<file path="config.mk">
export PLATFORM = sky130hd
export DESIGN_NAME = best_fit_block_allocator
export DESIGN_NICKNAME = d
export VERILOG_FILES = /design/src/rtl/core/bfba_pkg.sv /design/src/rtl/core/bfba_ram.sv /design/src/rtl/core/bfba_ctrl.sv /design/src/rtl/core/bfba_dp.sv /design/src/rtl/core/best_fit_block_allocator.sv
export SDC_FILE = /design/constraint.sdc
export NUM_CORES = 1
export LEC_CHECK = 0
export ABC_AREA = 1
export BUFFER_PORTS_ARGS = -buffer_cell sky130_fd_sc_hd__clkbuf_2
export CAP_MARGIN = 20
export CORE_ASPECT_RATIO = 0.5
export CORE_MARGIN = 2
export CORE_UTILIZATION = 30
export DETAILED_ROUTE_END_ITERATION = 16
export PLACE_DENSITY = 0.55
export SYNTH_ARGS = -nofsm -noshare
export SYNTH_HDL_FRONTEND = slang
export SYNTH_SLANG_ARGS = --single-unit
export TNS_END_PERCENT = 50
</file>
<file path="constraint.sdc">
create_clock -name clk_i -period 2.71 [get_ports clk_i]
set_input_delay 0.271 -clock clk_i [delete_from_list [all_inputs] [get_ports clk_i]]
set_output_delay 0.271 -clock clk_i [all_outputs]
set_load 0.1 [all_outputs]
</file>
<file path="src/rtl/core/bfba_pkg.sv">
// Shared types and constants of the best-fit block allocator.
// Used by every module of the allocator but bfba_ram; depends on nothing.
`timescale 1ns / 1ps

package bfba_pkg;

  // Table size and the width of one stored block size.
  localparam int unsigned BLOCK_COUNT = 16;
  localparam int unsigned SIZE_BITS   = 16;

  // Widths derived from the table size.
  localparam int unsigned IDX_W = (BLOCK_COUNT > 1) ? $clog2(BLOCK_COUNT) : 1;
  localparam int unsigned CNT_W = $clog2(BLOCK_COUNT + 1);

  // Fixed widths of the interface fields.
  localparam int unsigned CFG_W = 5;

  // Codes carried in the mode field of a request.
  localparam logic MODE_LOAD  = 1'b0;
  localparam logic MODE_ALLOC = 1'b1;

  // One request as it arrives on the input port.
  typedef struct packed {
    logic        mode;
    logic [3:0]  load_index;
    logic [15:0] size_value;
  } in_item_t;

  // One result as it leaves on the output port.
  typedef struct packed {
    logic        granted;
    logic [3:0]  chosen_index;
    logic [15:0] chosen_size;
    logic [15:0] request_number;
  } out_item_t;

  // Controller states.
  typedef enum logic [1:0] {
    ST_IDLE,
    ST_SCAN,
    ST_COMMIT
  } state_e;

  // Commands from the controller to the datapath.
  typedef struct packed {
    logic load;       // write one block and free it, emit an empty result
    logic scan_init;  // capture the required size and the search length
    logic scan_step;  // issue one table read and judge the previous one
    logic commit;     // mark the chosen block and emit the result
  } cmd_t;

  // Status from the datapath to the controller.
  typedef struct packed {
    logic scan_done;  // every block in the search has been judged
  } status_t;

endpackage

</file>
<file path="src/rtl/core/bfba_ram.sv">
// Generic single-write, single-read RAM with a registered read port.
// Stand-alone; holds the block sizes of the allocator.
`timescale 1ns / 1ps

module bfba_ram #(
  parameter int unsigned WIDTH = 16,
  parameter int unsigned DEPTH = 16
) (
  input  logic                                         clk_i,
  input  logic                                         we_i,
  input  logic [((DEPTH > 1) ? $clog2(DEPTH) : 1)-1:0] waddr_i,
  input  logic [WIDTH-1:0]                             wdata_i,
  input  logic [((DEPTH > 1) ? $clog2(DEPTH) : 1)-1:0] raddr_i,
  output logic [WIDTH-1:0]                             rdata_o
);

  logic [WIDTH-1:0] mem_q [DEPTH];
  logic [WIDTH-1:0] rdata_q;

  // Write port and registered read port.
  always_ff @(posedge clk_i) begin
    if (we_i) begin
      mem_q[waddr_i] <= wdata_i;
    end
    rdata_q <= mem_q[raddr_i];
  end

  assign rdata_o = rdata_q;

endmodule

</file>
<file path="src/rtl/core/bfba_ctrl.sv">
// Controller of the best-fit block allocator: sequences load, scan and commit.
// Depends on bfba_pkg; drives the datapath bfba_dp through command signals.
`timescale 1ns / 1ps

module bfba_ctrl (
  input  logic             clk_i,
  input  logic             rst_ni,
  input  logic             start,
  input  logic             mode_i,
  input  bfba_pkg::status_t status_i,
  output bfba_pkg::cmd_t   cmd_o,
  output logic             busy
);

  bfba_pkg::state_e state_q, state_d;

  // State register.
  always_ff @(posedge clk_i or negedge rst_ni) begin
    if (!rst_ni) begin
      state_q <= bfba_pkg::ST_IDLE;
    end else begin
      state_q <= state_d;
    end
  end

  // Next state and commands.
  always_comb begin
    state_d = state_q;
    cmd_o   = '0;
    busy    = 1'b1;
    case (state_q)
      bfba_pkg::ST_IDLE: begin
        busy = 1'b0;
        if (start) begin
          if (mode_i == bfba_pkg::MODE_LOAD) begin
            // A load finishes in the cycle it is taken.
            cmd_o.load = 1'b1;
          end else begin
            cmd_o.scan_init = 1'b1;
            state_d         = bfba_pkg::ST_SCAN;
          end
        end
      end
      bfba_pkg::ST_SCAN: begin
        cmd_o.scan_step = 1'b1;
        if (status_i.scan_done) begin
          state_d = bfba_pkg::ST_COMMIT;
        end
      end
      bfba_pkg::ST_COMMIT: begin
        cmd_o.commit = 1'b1;
        state_d      = bfba_pkg::ST_IDLE;
      end
      default: begin
        state_d = bfba_pkg::ST_IDLE;
      end
    endcase
  end

endmodule

</file>
<file path="src/rtl/core/bfba_dp.sv">
// Datapath of the best-fit block allocator: size table, allocated marks,
// running best candidate and result register. Depends on bfba_pkg, bfba_ram.
`timescale 1ns / 1ps

module bfba_dp (
  input  logic                       clk_i,
  input  logic                       rst_ni,
  input  logic                       cfg_we_i,
  input  logic [bfba_pkg::CFG_W-1:0] cfg_wdata_i,
  input  bfba_pkg::in_item_t         req_i,
  input  bfba_pkg::cmd_t             cmd_i,
  output bfba_pkg::status_t          status_o,
  output logic                       result_valid_o,
  output bfba_pkg::out_item_t        res_o
);

  localparam int unsigned IW = bfba_pkg::IDX_W;
  localparam int unsigned CW = bfba_pkg::CNT_W;
  localparam int unsigned SW = bfba_pkg::SIZE_BITS;
  localparam int unsigned BC = bfba_pkg::BLOCK_COUNT;

  // Configuration and allocation state.
  logic [bfba_pkg::CFG_W-1:0] blocks_in_use_q;
  logic [BC-1:0]              taken_q, taken_d;
  logic [15:0]                req_cnt_q, req_cnt_d;

  // Scan state.
  logic [SW-1:0] need_q, need_d;
  logic [CW-1:0] limit_q, limit_d;
  logic [CW-1:0] rd_cnt_q, rd_cnt_d;
  logic          cmp_vld_q, cmp_vld_d;
  logic [IW-1:0] cmp_idx_q, cmp_idx_d;
  logic          found_q, found_d;
  logic [IW-1:0] best_idx_q, best_idx_d;
  logic [SW-1:0] best_size_q, best_size_d;

  // Result register.
  logic                result_valid_q, result_valid_d;
  bfba_pkg::out_item_t res_q, res_d;

  // Table interface.
  logic          load_in_range;
  logic          ram_we;
  logic [SW-1:0] ram_rdata;
  logic          issue;
  logic          is_better;

  assign load_in_range = (32'(req_i.load_index) < BC);
  assign ram_we        = cmd_i.load && load_in_range;

  bfba_ram #(
    .WIDTH (SW),
    .DEPTH (BC)
  ) u_size_ram (
    .clk_i   (clk_i),
    .we_i    (ram_we),
    .waddr_i (IW'(req_i.load_index)),
    .wdata_i (SW'(req_i.size_value)),
    .raddr_i (rd_cnt_q[IW-1:0]),
    .rdata_o (ram_rdata)
  );

  // A read is issued while blocks remain; the scan ends once the last read is judged.
  assign issue              = cmd_i.scan_step && (rd_cnt_q < limit_q);
  assign status_o.scan_done = (rd_cnt_q >= limit_q) && !cmp_vld_q;

  // The block just read beats the best so far only when strictly smaller.
  assign is_better = cmp_vld_q && !taken_q[cmp_idx_q] && (ram_rdata >= need_q) &&
                     (!found_q || (ram_rdata < best_size_q));

  // Scan, commit and result logic.
  always_comb begin
    taken_d        = taken_q;
    req_cnt_d      = req_cnt_q;
    need_d         = need_q;
    limit_d        = limit_q;
    rd_cnt_d       = rd_cnt_q;
    cmp_vld_d      = 1'b0;
    cmp_idx_d      = cmp_idx_q;
    found_d        = found_q;
    best_idx_d     = best_idx_q;
    best_size_d    = best_size_q;
    result_valid_d = 1'b0;
    res_d          = res_q;

    if (cmd_i.load) begin
      if (load_in_range) begin
        taken_d[IW'(req_i.load_index)] = 1'b0;
      end
      result_valid_d = 1'b1;
      res_d          = '0;
    end

    if (cmd_i.scan_init) begin
      need_d   = SW'(req_i.size_value);
      limit_d  = (32'(blocks_in_use_q) > BC) ? CW'(BC) : CW'(blocks_in_use_q);
      rd_cnt_d = '0;
      found_d  = 1'b0;
    end

    if (issue) begin
      cmp_vld_d = 1'b1;
      cmp_idx_d = rd_cnt_q[IW-1:0];
      rd_cnt_d  = rd_cnt_q + 1'b1;
    end

    if (is_better) begin
      found_d     = 1'b1;
      best_idx_d  = cmp_idx_q;
      best_size_d = ram_rdata;
    end

    if (cmd_i.commit) begin
      result_valid_d       = 1'b1;
      res_d                = '0;
      res_d.request_number = req_cnt_q;
      req_cnt_d            = req_cnt_q + 16'd1;
      if (found_q) begin
        taken_d[best_idx_q] = 1'b1;
        res_d.granted       = 1'b1;
        res_d.chosen_index  = 4'(best_idx_q);
        res_d.chosen_size   = 16'(best_size_q);
      end
    end
  end

  // Control registers.
  always_ff @(posedge clk_i or negedge rst_ni) begin
    if (!rst_ni) begin
      blocks_in_use_q <= '0;
      taken_q         <= '0;
      req_cnt_q       <= '0;
      cmp_vld_q       <= 1'b0;
      result_valid_q  <= 1'b0;
    end else begin
      if (cfg_we_i) begin
        blocks_in_use_q <= cfg_wdata_i;
      end
      taken_q        <= taken_d;
      req_cnt_q      <= req_cnt_d;
      cmp_vld_q      <= cmp_vld_d;
      result_valid_q <= result_valid_d;
    end
  end

  // Payload registers.
  always_ff @(posedge clk_i) begin
    need_q      <= need_d;
    limit_q     <= limit_d;
    rd_cnt_q    <= rd_cnt_d;
    cmp_idx_q   <= cmp_idx_d;
    found_q     <= found_d;
    best_idx_q  <= best_idx_d;
    best_size_q <= best_size_d;
    res_q       <= res_d;
  end

  assign result_valid_o = result_valid_q;
  assign res_o          = res_q;

endmodule

</file>
<file path="src/rtl/core/best_fit_block_allocator.sv">
// Best-fit block allocator: a load request sets one block's size and frees it;
// an allocation request takes the smallest free block that fits, lowest index
// on a tie. A request is taken when start is high and busy is low. Every
// request gives exactly one result, shown for one cycle with result_valid_o;
// the receiver cannot stall it, so it must sample on that cycle. A load's
// result appears in the cycle after it is taken and busy stays low. An
// allocation request keeps busy high while the size table is read one block
// per cycle through its single registered read port, while the last read is
// judged, while the scan is seen to have ended and while the result is
// committed. The search length is blocks_in_use capped at sixteen; when it
// is zero, no read is made. The result appears as busy falls.
// Depends on bfba_pkg, bfba_ctrl, bfba_dp and bfba_ram.
`timescale 1ns / 1ps

module best_fit_block_allocator (
  input  logic                       clk_i,
  input  logic                       rst_ni,
  input  logic                       cfg_we_i,
  input  logic [bfba_pkg::CFG_W-1:0] cfg_wdata_i,
  input  logic                       start,
  output logic                       busy,
  input  bfba_pkg::in_item_t         req_i,
  output logic                       result_valid_o,
  output bfba_pkg::out_item_t        res_o
);

  bfba_pkg::cmd_t    cmd;
  bfba_pkg::status_t status;

  // Sequencer.
  bfba_ctrl u_ctrl (
    .clk_i    (clk_i),
    .rst_ni   (rst_ni),
    .start    (start),
    .mode_i   (req_i.mode),
    .status_i (status),
    .cmd_o    (cmd),
    .busy     (busy)
  );

  // Table, search and result datapath.
  bfba_dp u_dp (
    .clk_i          (clk_i),
    .rst_ni         (rst_ni),
    .cfg_we_i       (cfg_we_i),
    .cfg_wdata_i    (cfg_wdata_i),
    .req_i          (req_i),
    .cmd_i          (cmd),
    .status_o       (status),
    .result_valid_o (result_valid_o),
    .res_o          (res_o)
  );

endmodule
</file>
Word level (Yosys, flattened, before mapping):

Memory sizes are Yosys's and may differ from the RTL's. A register that Yosys moved wholly into a read port is not among the register bits.
Cells that the tools add are included.

* div/mod/pow operators: 0
* shift operators: 0
* $mul: 0
* add/sub/neg operators: 2
* eq/ne operators: 5
* bitwise gates (word level): 3
* magnitude comparators: 10
* reduce and logical (&&, ||, !) cells: 15
* mux-type cells: 29

Operator list (count)
* 37-bit two-way mux: 2
* 16-bit two-way mux: 3
* 21-bit two-way mux: 1
* 16-bit by 1-bit adder with 16-bit output, second input constant: 1
* 16-bit bitwise AND: 1
* 16-bit >= comparator: 1
* 16-bit less-than comparator: 1
* 16-bit inverter: 1
* 16-bit OR: 1
* 4-bit by 5-bit less-than comparator with 1-bit output, second input constant: 3
* 1-bit two-way mux: 12
* 2-bit two-way mux: 5
* 5-bit two-way mux: 2
* 1-bit demux with 4-bit select: 2
* 4-bit by 1-bit >= comparator with 1-bit output, second input constant: 2
* 1-bit logical AND: 7
* 2-bit inequality test, second input constant: 3
* 5-bit by 1-bit adder with 5-bit output, second input constant: 1
* 5-bit >= comparator: 1
* 5-bit > comparator, second input constant: 1
* 5-bit less-than comparator: 1
* 1-bit binary-select mux with 4-bit select: 1
* 2-bit case mux with 2 select lines: 1
* 2-bit nonzero test: 2
* 6 further kinds: 8

* output and inout bits: 39
* memory bits (writable): 256
* memories kept: 1
* latch bits: 0
* input bits: 30
* register bits: 129
* bits in read-only memories: 0
* logic and storage cells: 82

Memories
* u_dp.u_size_ram.mem_q: depth 16, width 16, read ports 1, clocked after memory_dff 1, wr ports 1, RTL line bfba_ram.sv:17 `logic [WIDTH-1:0] mem_q [DEPTH];`

Logic depth before layout (Yosys ltp):

Gate-level depths: netlist of the first run.

* depth after elaboration: 10
* depth in mapped cells: 13
* mapped depth without buffers: 13

By module:

Synthesis of the first run repeated with hierarchy kept, for this count alone.

* cell total of the unflattened synthesis: 1640
* area total of the unflattened synthesis: 17296.6 µm²

Modules (own cells, without submodules)
* bfba_ram: times used 1, area each 11379.7 µm², seq. area each 8007.7 µm², cells an instance 1076
* bfba_dp: times used 1, area each 5783.0 µm², seq. area each 3608.5 µm², cells an instance 544
* bfba_ctrl: times used 1, area each 133.9 µm², seq. area each 50.0 µm², cells an instance 20

Worst setup path before layout of the first run:

OpenSTA, ideal clock, no wires.

* path type: register to register
* start: reg u_ctrl.state_q[1]
* end: reg u_dp.rd_cnt_q[0], enable pin
* arrival: 2.988 ns
* setup slack: -0.594 ns
* stages on the path, launching flop included: 6
* path buffers: 0
* period minus slack after synthesis: 3.304 ns
* required time: 2.394 ns
* library setup time: 0.316 ns
* cells stage by stage: dfrtp_1 > nor2_1 > inv_1 > nor3_1 > inv_1 > nand2_1

RTL lines
* start, declared: RTL line bfba_ctrl.sv:15 `bfba_pkg::state_e state_q, state_d;`
* start signal, assigned: RTL line bfba_ctrl.sv:20 `state_q <= bfba_pkg::ST_IDLE;`
* start signal, assigned: RTL line bfba_ctrl.sv:22 `state_q <= state_d;`
* end signal, assigned: RTL line bfba_dp.sv:150 `rd_cnt_q <= rd_cnt_d;`
* end, declared: RTL line bfba_dp.sv:30 `logic [CW-1:0] rd_cnt_q, rd_cnt_d;`

Worst setup path in the final report of the first run:

* start: reg u_dp.need_q[15]
* end: reg u_dp.best_size_q[6], enable pin

* longest elaborated chain between the ends: 3

RTL lines
* start, declared: RTL line bfba_dp.sv:28 `logic [SW-1:0] need_q, need_d;`
* start signal, assigned: RTL line bfba_dp.sv:148 `need_q <= need_d;`
* 16-bit >= comparator: RTL line bfba_dp.sv:68 `assign is_better = cmp_vld_q && !taken_q[cmp_idx_q] && (ram_rdata >= need_q) &&`
* 1-bit logical AND (2 in a row): RTL line bfba_dp.sv:68
* net u_dp.is_better: RTL line bfba_dp.sv:46 `logic is_better;`
* end signal, assigned: RTL line bfba_dp.sv:154 `best_size_q <= best_size_d;`
* end, declared: RTL line bfba_dp.sv:35 `logic [SW-1:0] best_size_q, best_size_d;`

The timed path passes the listed nets, and every way through them passes these cells.
A chain may end at the register's enable or synchronous reset.

==> impl_metrics.py, run 1 <==
metrics = {
    "yosys": {
        "synth_edf_count": 343,
        "synth_area_mm2": 0.0163,
        "syn_avg_cell_area_um2": 12.5,
        "syn_nets": 1371,
        "synth_flop_cell": "edfxtp_1",
        "synth_cell_types": 39,
        "yosysTopAreaCellShare_pct": 63.4,
        "synth_seq_cells": 401,
        "yosysWarnings": 0,
        "synth_top_area_cell": "edfxtp_1",
        "synthTopCellsByArea": "edfxtp_1 63%, dfrtp_1 6.3%, nor2_1 6.3%",
        "ys_async_sr_fraction_pct": 10.2,
        "seq_area_frac_synth_pct": 71.8,
        "syn_inst": 1303,
    },
    "floorplan": {
        "num_io_pins": 69,
        "core-area_mm2": 0.0536,
        "start_util_pct": 30.3,
        "fp.dieW_um": 333,
        "die_h_um": 169,
        "die-area_mm2": 0.0562,
        "row_count": 60,
    },
    "placement": {
        "dpl_worst_slack_ns": 0.604,
        "gp_congestion": 0.869,
        "portBuffers": 68,
        "dpl.cell_count": 2062,
        "dp_hpwl_um": 25600,
    },
    "power": {
        "p_leak_nw": 6.89,
        "p_per_area_mw_per_mm2": 1050,
        "ir_drop_mv": 0.670,
    },
    "finish": {
        "layout.nets": 1464,
        "drive_gt1_share_pct": 13.1,
        "fin_cells": 2138,
        "diodes": 0,
        "synthToLayoutAreaGrowth_pct": 15.6,
        "fillCellCount": 5249,
    },
    "sta": {
        "max_freq_ghz": 0.460,
        "finalWorstSetupSlack_ns": 0.538,
        "slew_headroom_pct": 49.2,
        "skew_ns": 0.0196,
        "period_share_pct": 80.1,
        "finalCriticalPeriod_ns": 2.17,
        "rsz0062_at_grt": "no",
        "hold_viol_final": 0,
        "tns_ns": 0,
        "setup_viol": 0,
        "tightest_slew_ns": 0.762,
        "finalMaxSlewViolations": 0,
    },
    "global_routing": {
        "grt_overflow": 0,
        "grt_pass1_vias": 9783,
        "grt_max_degree": 132,
        "track_usage_pct": 14.2,
        "grt_pass1_wl_um": 60700,
        "grt_antenna_before_repair": 0,
    },
    "setup_path": {
        "crit_type": "reg2reg",
        "cp_num_cells": 9,
        "start_kind": "flip-flop",
        "worstPathMaxFanout": 15,
        "cpLargestDelayFamily": "simple AND/OR/NAND/NOR gates",
        "critPathCaptureType": "flip-flop",
        "crit_buf_inv": 3,
        "slowest_delay_ns": 0.33,
        "r2r_cells": 9,
        "arrival_ns": 2.42,
        "crit_chain": "inv_1, ha_1, nand2_1, nor4_1, a21oi_1, nor2_1, nand2_1, inv_1, buf_12",
        "cp.required_ns": 2.96,
        "cpMaxStageDelayCell": "edfxtp_1",
    },
    "run_status": {
        "status": "completed",
    },
    "drt": {
        "firstDrtPassIters": 5,
        "drt-initial-drc-count": 889,
        "wl_um": 40100,
        "ant_nets": 0,
        "drt-wirelength-per-cell_um": 18.7,
        "vias": 10100,
        "via_per_inst": 4.71,
        "drc": 0,
    },
    "min_path": {
        "min_path_cells": 2,
        "hold_class": "in2reg",
    },
    "clock_network": {
        "worstSkewPairLatency_ns": 0.55,
        "path_clk_slew_ns": 0.06,
        "numClockSinks": 401,
        "htreeDepth": 2,
        "cts_root_buf": "clkbuf_16",
        "cts_tree": "built",
        "post-cts-setup-buffers": 0,
        "cts_buffer_depth": 3,
        "cts_buffers": 39,
    },
    "job": {
        "drv_cap": 0,
    },
}
flip-flops by register name, indices dropped and copies added, names as in the netlist, 5 cells and up:
register,cells
u_dp.taken_q,16
u_dp.need_q,16
u_dp.u_size_ram.mem_q,256
u_dp.req_cnt_q,16
u_dp.best_size_q,16
u_dp.blocks_in_use_q,5
u_dp.u_size_ram.rdata_o,16
u_dp.limit_q,5
u_dp.rd_cnt_q,5
u_dp.res_o,37
cells in the mapped netlist, types with 15 or more instances:
master      n
a21oi_1    15
buf_2      16
clkbuf_1   23
dfrtp_1    41
dfxtp_1    17
edfxtp_1  343
ha_1       38
inv_1     113
nand2_1   118
nand3_1    50
nor2_1    272
o211ai_1   32
o21ai_0    97
o32ai_1    34
xor2_1     16
cells by family after synthesis:
family,after synthesis,share of synthesized area [%]
xor gates and xnor gates,17,0.916
buffers and inverters,173,4.82
DFF,401,71.8
and+or+nand+nor,464,11.6
AOI/OAI and AO/OA,210,7.96
adders and majority gates,38,2.92
layout make-up:
type                       count  area (um2)  share of cell area [%]
sequential                   401       11700                    62.1
inverter                     117         440                    2.34
clock inverter                18         134                   0.713
multi-input combinational    729        3860                    20.5
timing repair buffer         108         743                    3.96
clock buffer                  52        1060                    5.62
tap                          713         892                    4.75
metal layers:
metal,up-vias,part of all wire [%],GRT usage [%]
met5,-,0,0
met1,4969,46,20.1
li1,4759,-,-
met4,0,2.3,4.13
met3,61,6.2,2.58
met2,288,45,22.4
report_power, final:
group	internal (mW)	leakage (nW)	switching, mW	total, mW
clock	2.85	0.582	2.33	5.18
sequential	7.53	3.77	0.370	7.90
combinational	1.69	2.54	4.93	6.61
worst register-to-register path: cells and delay by family, from the launching register on:
family          cells  cell delay (ns)
flops               1             0.33
compound gates      1             0.14
simple gates        4             0.63
buf+inv             3             0.50
fa+ha+maj           1             0.29
path summary, 6_finish.rpt:
check                                             start                       to  slack [ns]
worst max-delay path                    u_dp.need_q[15]      u_dp.best_size_q[6]        0.54
worst min-delay path                           cfg_we_i  u_dp.blocks_in_use_q[0]        0.04
worst max register to register          u_dp.need_q[15]      u_dp.best_size_q[6]        0.54
worst min register to register  u_dp.blocks_in_use_q[4]          u_dp.limit_q[4]        0.46
max in group asynchronous                        rst_ni         u_dp.taken_q[12]        1.94
min in group asynchronous                        rst_ni       u_dp.req_cnt_q[14]        0.36
layout by cell type, fill, tap and decap left out, drive strengths merged, types with 2 or more instances in the layout:
master / count
a21oi: 15
buf: 34
clkbuf: 120
clkinv: 18
dfrtp: 41
dfxtp: 17
dlygate4sd3: 6
edfxtp: 343
ha: 38
inv: 115
nand2: 119
nand3: 51
nand4: 3
nor2: 277
nor3: 10
nor4: 2
o211ai: 32
o21a: 2
o21ai: 109
o22ai: 14
o32ai: 34
xor2: 16
what timing repair did:
item / 4_1_cts / 5_1_grt
endpoints found under the hold margin: 46 / 0
hold buffers: 6 / 0
gates resized for setup: 0 / 0
stage by stage:
step | hold slack, ns | power, mW | area [um2] | utilization, %
after detailed placement | 0.403 | 14.6 | 17500 | 32.7
after floorplan | -0.0246 | 12.7 | 16300 | -
final | 0.0421 | 19.7 | 18800 | 35.1
after global routing | 0.0715 | 20.8 | 18800 | 35.1
after CTS | 0.00686 | 19.9 | 18800 | 35.1
after global placement | 0.406 | 14.6 | 17500 | 32.7
No activity file was read; power rests on OpenSTA's default activity.
==> run 2, diff against run 1 <==
Settings changed: PLACE_DENSITY 0.55 to 0.54.
Clock period 2.71 ns to 2.24 ns, I/O delays scaled along.
==> run 2 against run 1 <==
- via count increased by 0.74%
- largest power group unchanged
- fmax increased by 8.8%
- combinational power increased by 25%
- clock power increased by 35%
- sequential power increased by 21%
- clock skew increased by 0.0074 ns
- final cell count increased by 1.7%
- count of clock-buffer cells in the layout unchanged
- sequential share of layout area decreased by 1.9 points
- worst setup slack got worse by 0.29 ns
- non-clock buffer count increased by 33
- largest cell class unchanged
==> impl_metrics.py, run 2 (same netlist as run 1, synthesis figures left out) <==
metrics = {
    "drt": {
        "firstDrtPassIters": 6,
        "ant_nets": 0,
        "drt-initial-drc-count": 963,
        "wl_um": 40200,
        "drc": 0,
        "via_per_inst": 4.67,
        "vias": 10200,
        "drt-wirelength-per-cell_um": 18.5,
    },
    "clock_network": {
        "path_clk_slew_ns": 0.06,
        "cts_root_buf": "clkbuf_16",
        "cts.repair.resized": 0,
        "worstSkewPairLatency_ns": 0.56,
        "cts_buffer_depth": 3,
        "cts_buffers": 40,
        "htreeDepth": 2,
        "cts_tree": "built",
        "numClockSinks": 401,
    },
    "finish": {
        "layout.nets": 1498,
        "utilization_pct": 36.2,
        "mostFrequentLayoutCell": "edfxtp_1",
        "fin_cells": 2175,
        "drive_gt1_share_pct": 14.8,
        "regMostFlops": "u_dp.u_size_ram.mem_q",
        "largest_reg_flops": 256,
        "final_cell_mix": "343 x edfxtp_1, 256 x nor2_1, 118 x nand2_1",
        "diodes": 0,
        "synthToLayoutAreaGrowth_pct": 19.3,
    },
    "setup_path": {
        "critPathCaptureType": "flip-flop",
        "crit_chain": "nor2_1, inv_1, nor3_2, buf_4, nand3_1, nor2_2, buf_12",
        "setup.worst_path.end": "u_dp.u_size_ram.mem_q[12][13]",
        "r2r_cells": 7,
        "reg2reg_from": "u_ctrl.state_q[1]",
        "arrival_ns": 2.24,
        "r2r-end": "u_dp.u_size_ram.mem_q[12][13]",
        "crit_type": "reg2reg",
        "startpoint": "u_ctrl.state_q[1]",
        "cp.required_ns": 2.48,
        "cpMaxStageDelayCell": "dfrtp_1",
        "crit_buf_inv": 3,
        "slowest_delay_ns": 0.39,
        "rrSetupSlack_ns": 0.24,
        "cp_num_cells": 7,
        "start_kind": "flip-flop",
        "worstPathMaxFanout": 16,
        "cpLargestDelayFamily": "simple AND/OR/NAND/NOR gates",
    },
    "placement": {
        "dp_hpwl_um": 26400,
        "portBuffers": 68,
        "dpl.cell_count": 2087,
        "gp_congestion": 0.795,
    },
    "global_routing": {
        "grt_pass1_vias": 9745,
        "grt_overflow": 0,
        "grt_antenna_before_repair": 0,
        "track_usage_pct": 14.1,
        "grt_pass1_wl_um": 60400,
        "grt_max_degree": 89,
    },
    "sta": {
        "period_share_pct": 89.1,
        "tightest_slew_ns": 0.575,
        "hold_viol_final": 0,
        "finalCriticalPeriod_ns": 2.00,
        "finalMaxSlewViolations": 0,
        "max_freq_ghz": 0.501,
        "skew_ns": 0.0270,
        "setup_viol": 0,
        "rsz0062_at_grt": "no",
        "slew_headroom_pct": 61.6,
    },
    "floorplan": {
        "num_io_pins": 69,
        "fp.dieW_um": 333,
        "die_h_um": 169,
        "start_util_pct": 30.3,
        "core-area_mm2": 0.0536,
        "row_count": 60,
        "die-area_mm2": 0.0562,
    },
    "run_status": {
        "status": "completed",
    },
    "power": {
        "finalPower_mw": 24.8,
        "p_leak_nw": 7.16,
        "p_per_area_mw_per_mm2": 1280,
        "ir_drop_mv": 0.782,
    },
    "min_path": {
        "hold_class": "in2reg",
    },
    "job": {
        "drv_cap": 0,
    },
}
==> run 2: area by class of cell <==
cell class / instances / area, um2
clock buffers: 52 / 1130
inverters: 117 / 442
multi-input cells: 729 / 3860
well taps: 713 / 892
clock inverters: 22 / 248
fillers: 5239 / 34200
repair buffers: 141 / 1160
flip-flops and latches: 401 / 11700
==> run 2: power by group <==
group          internal, mW  total (mW)  leakage, nW  switching (mW)
Combinational          2.29        8.23         2.73            5.94
Clock                  4.14        6.99        0.665            2.85
Sequential             9.11        9.55         3.77           0.440
Total                  15.5        24.8         7.16            9.23
==> run 2: worst register-to-register path, cell delays in order, from the launching register on <==
cell and delay (ns):
dfrtp_1 0.39, nor2_1 0.12, inv_1 0.11, nor3_2 0.14, buf_4 0.18, nand3_1 0.22
nor2_2 0.29, buf_12 0.22
==> run 2: stage by stage <==
stage | setup WS, ns | instance area, um2 | TNS (ns) | hold slack, ns
finish | 0.244 | 19400 | 0 | 0.0363
global route | 0.114 | 19400 | 0 | 0.0582
CTS | 0.217 | 19400 | 0 | 0.0106
detailed placement | 0.246 | 17900 | 0 | 0.227
global placement | 0.261 | 17900 | 0 | 0.235
floorplan | -0.111 | 16300 | -21.34 | -0.0716
==> run 2: what timing repair did <==
| action | CTS | global route |
|---|---|---|
| buffers inserted | 0 | 0 |
| hold buffers | 14 | 0 |
| hold endpoints to repair | 22 | 0 |
==> run 2: worst min-delay path by stage <==
stage	from	depth (start not counted)	slack, ns	endpoint
floorplan	rst_ni	0	-0.07	u_ctrl.state_q[0]
global placement	rst_ni	1	0.23	u_dp.req_cnt_q[8]
detailed placement	rst_ni	1	0.23	u_dp.req_cnt_q[8]
CTS	cfg_we_i	2	0.01	u_dp.blocks_in_use_q[4]
global route	cfg_we_i	2	0.06	u_dp.blocks_in_use_q[4]
finish	cfg_we_i	2	0.04	u_dp.blocks_in_use_q[4]
==> run 2: routing by layer <==
metal	up-vias	track usage (%)	wire [um]
li1	4824	-	-
met1	5076	20.3	19500
met2	211	22.4	18400
met3	41	2.36	1720
met4	0	3.09	591
met5	-	0	0
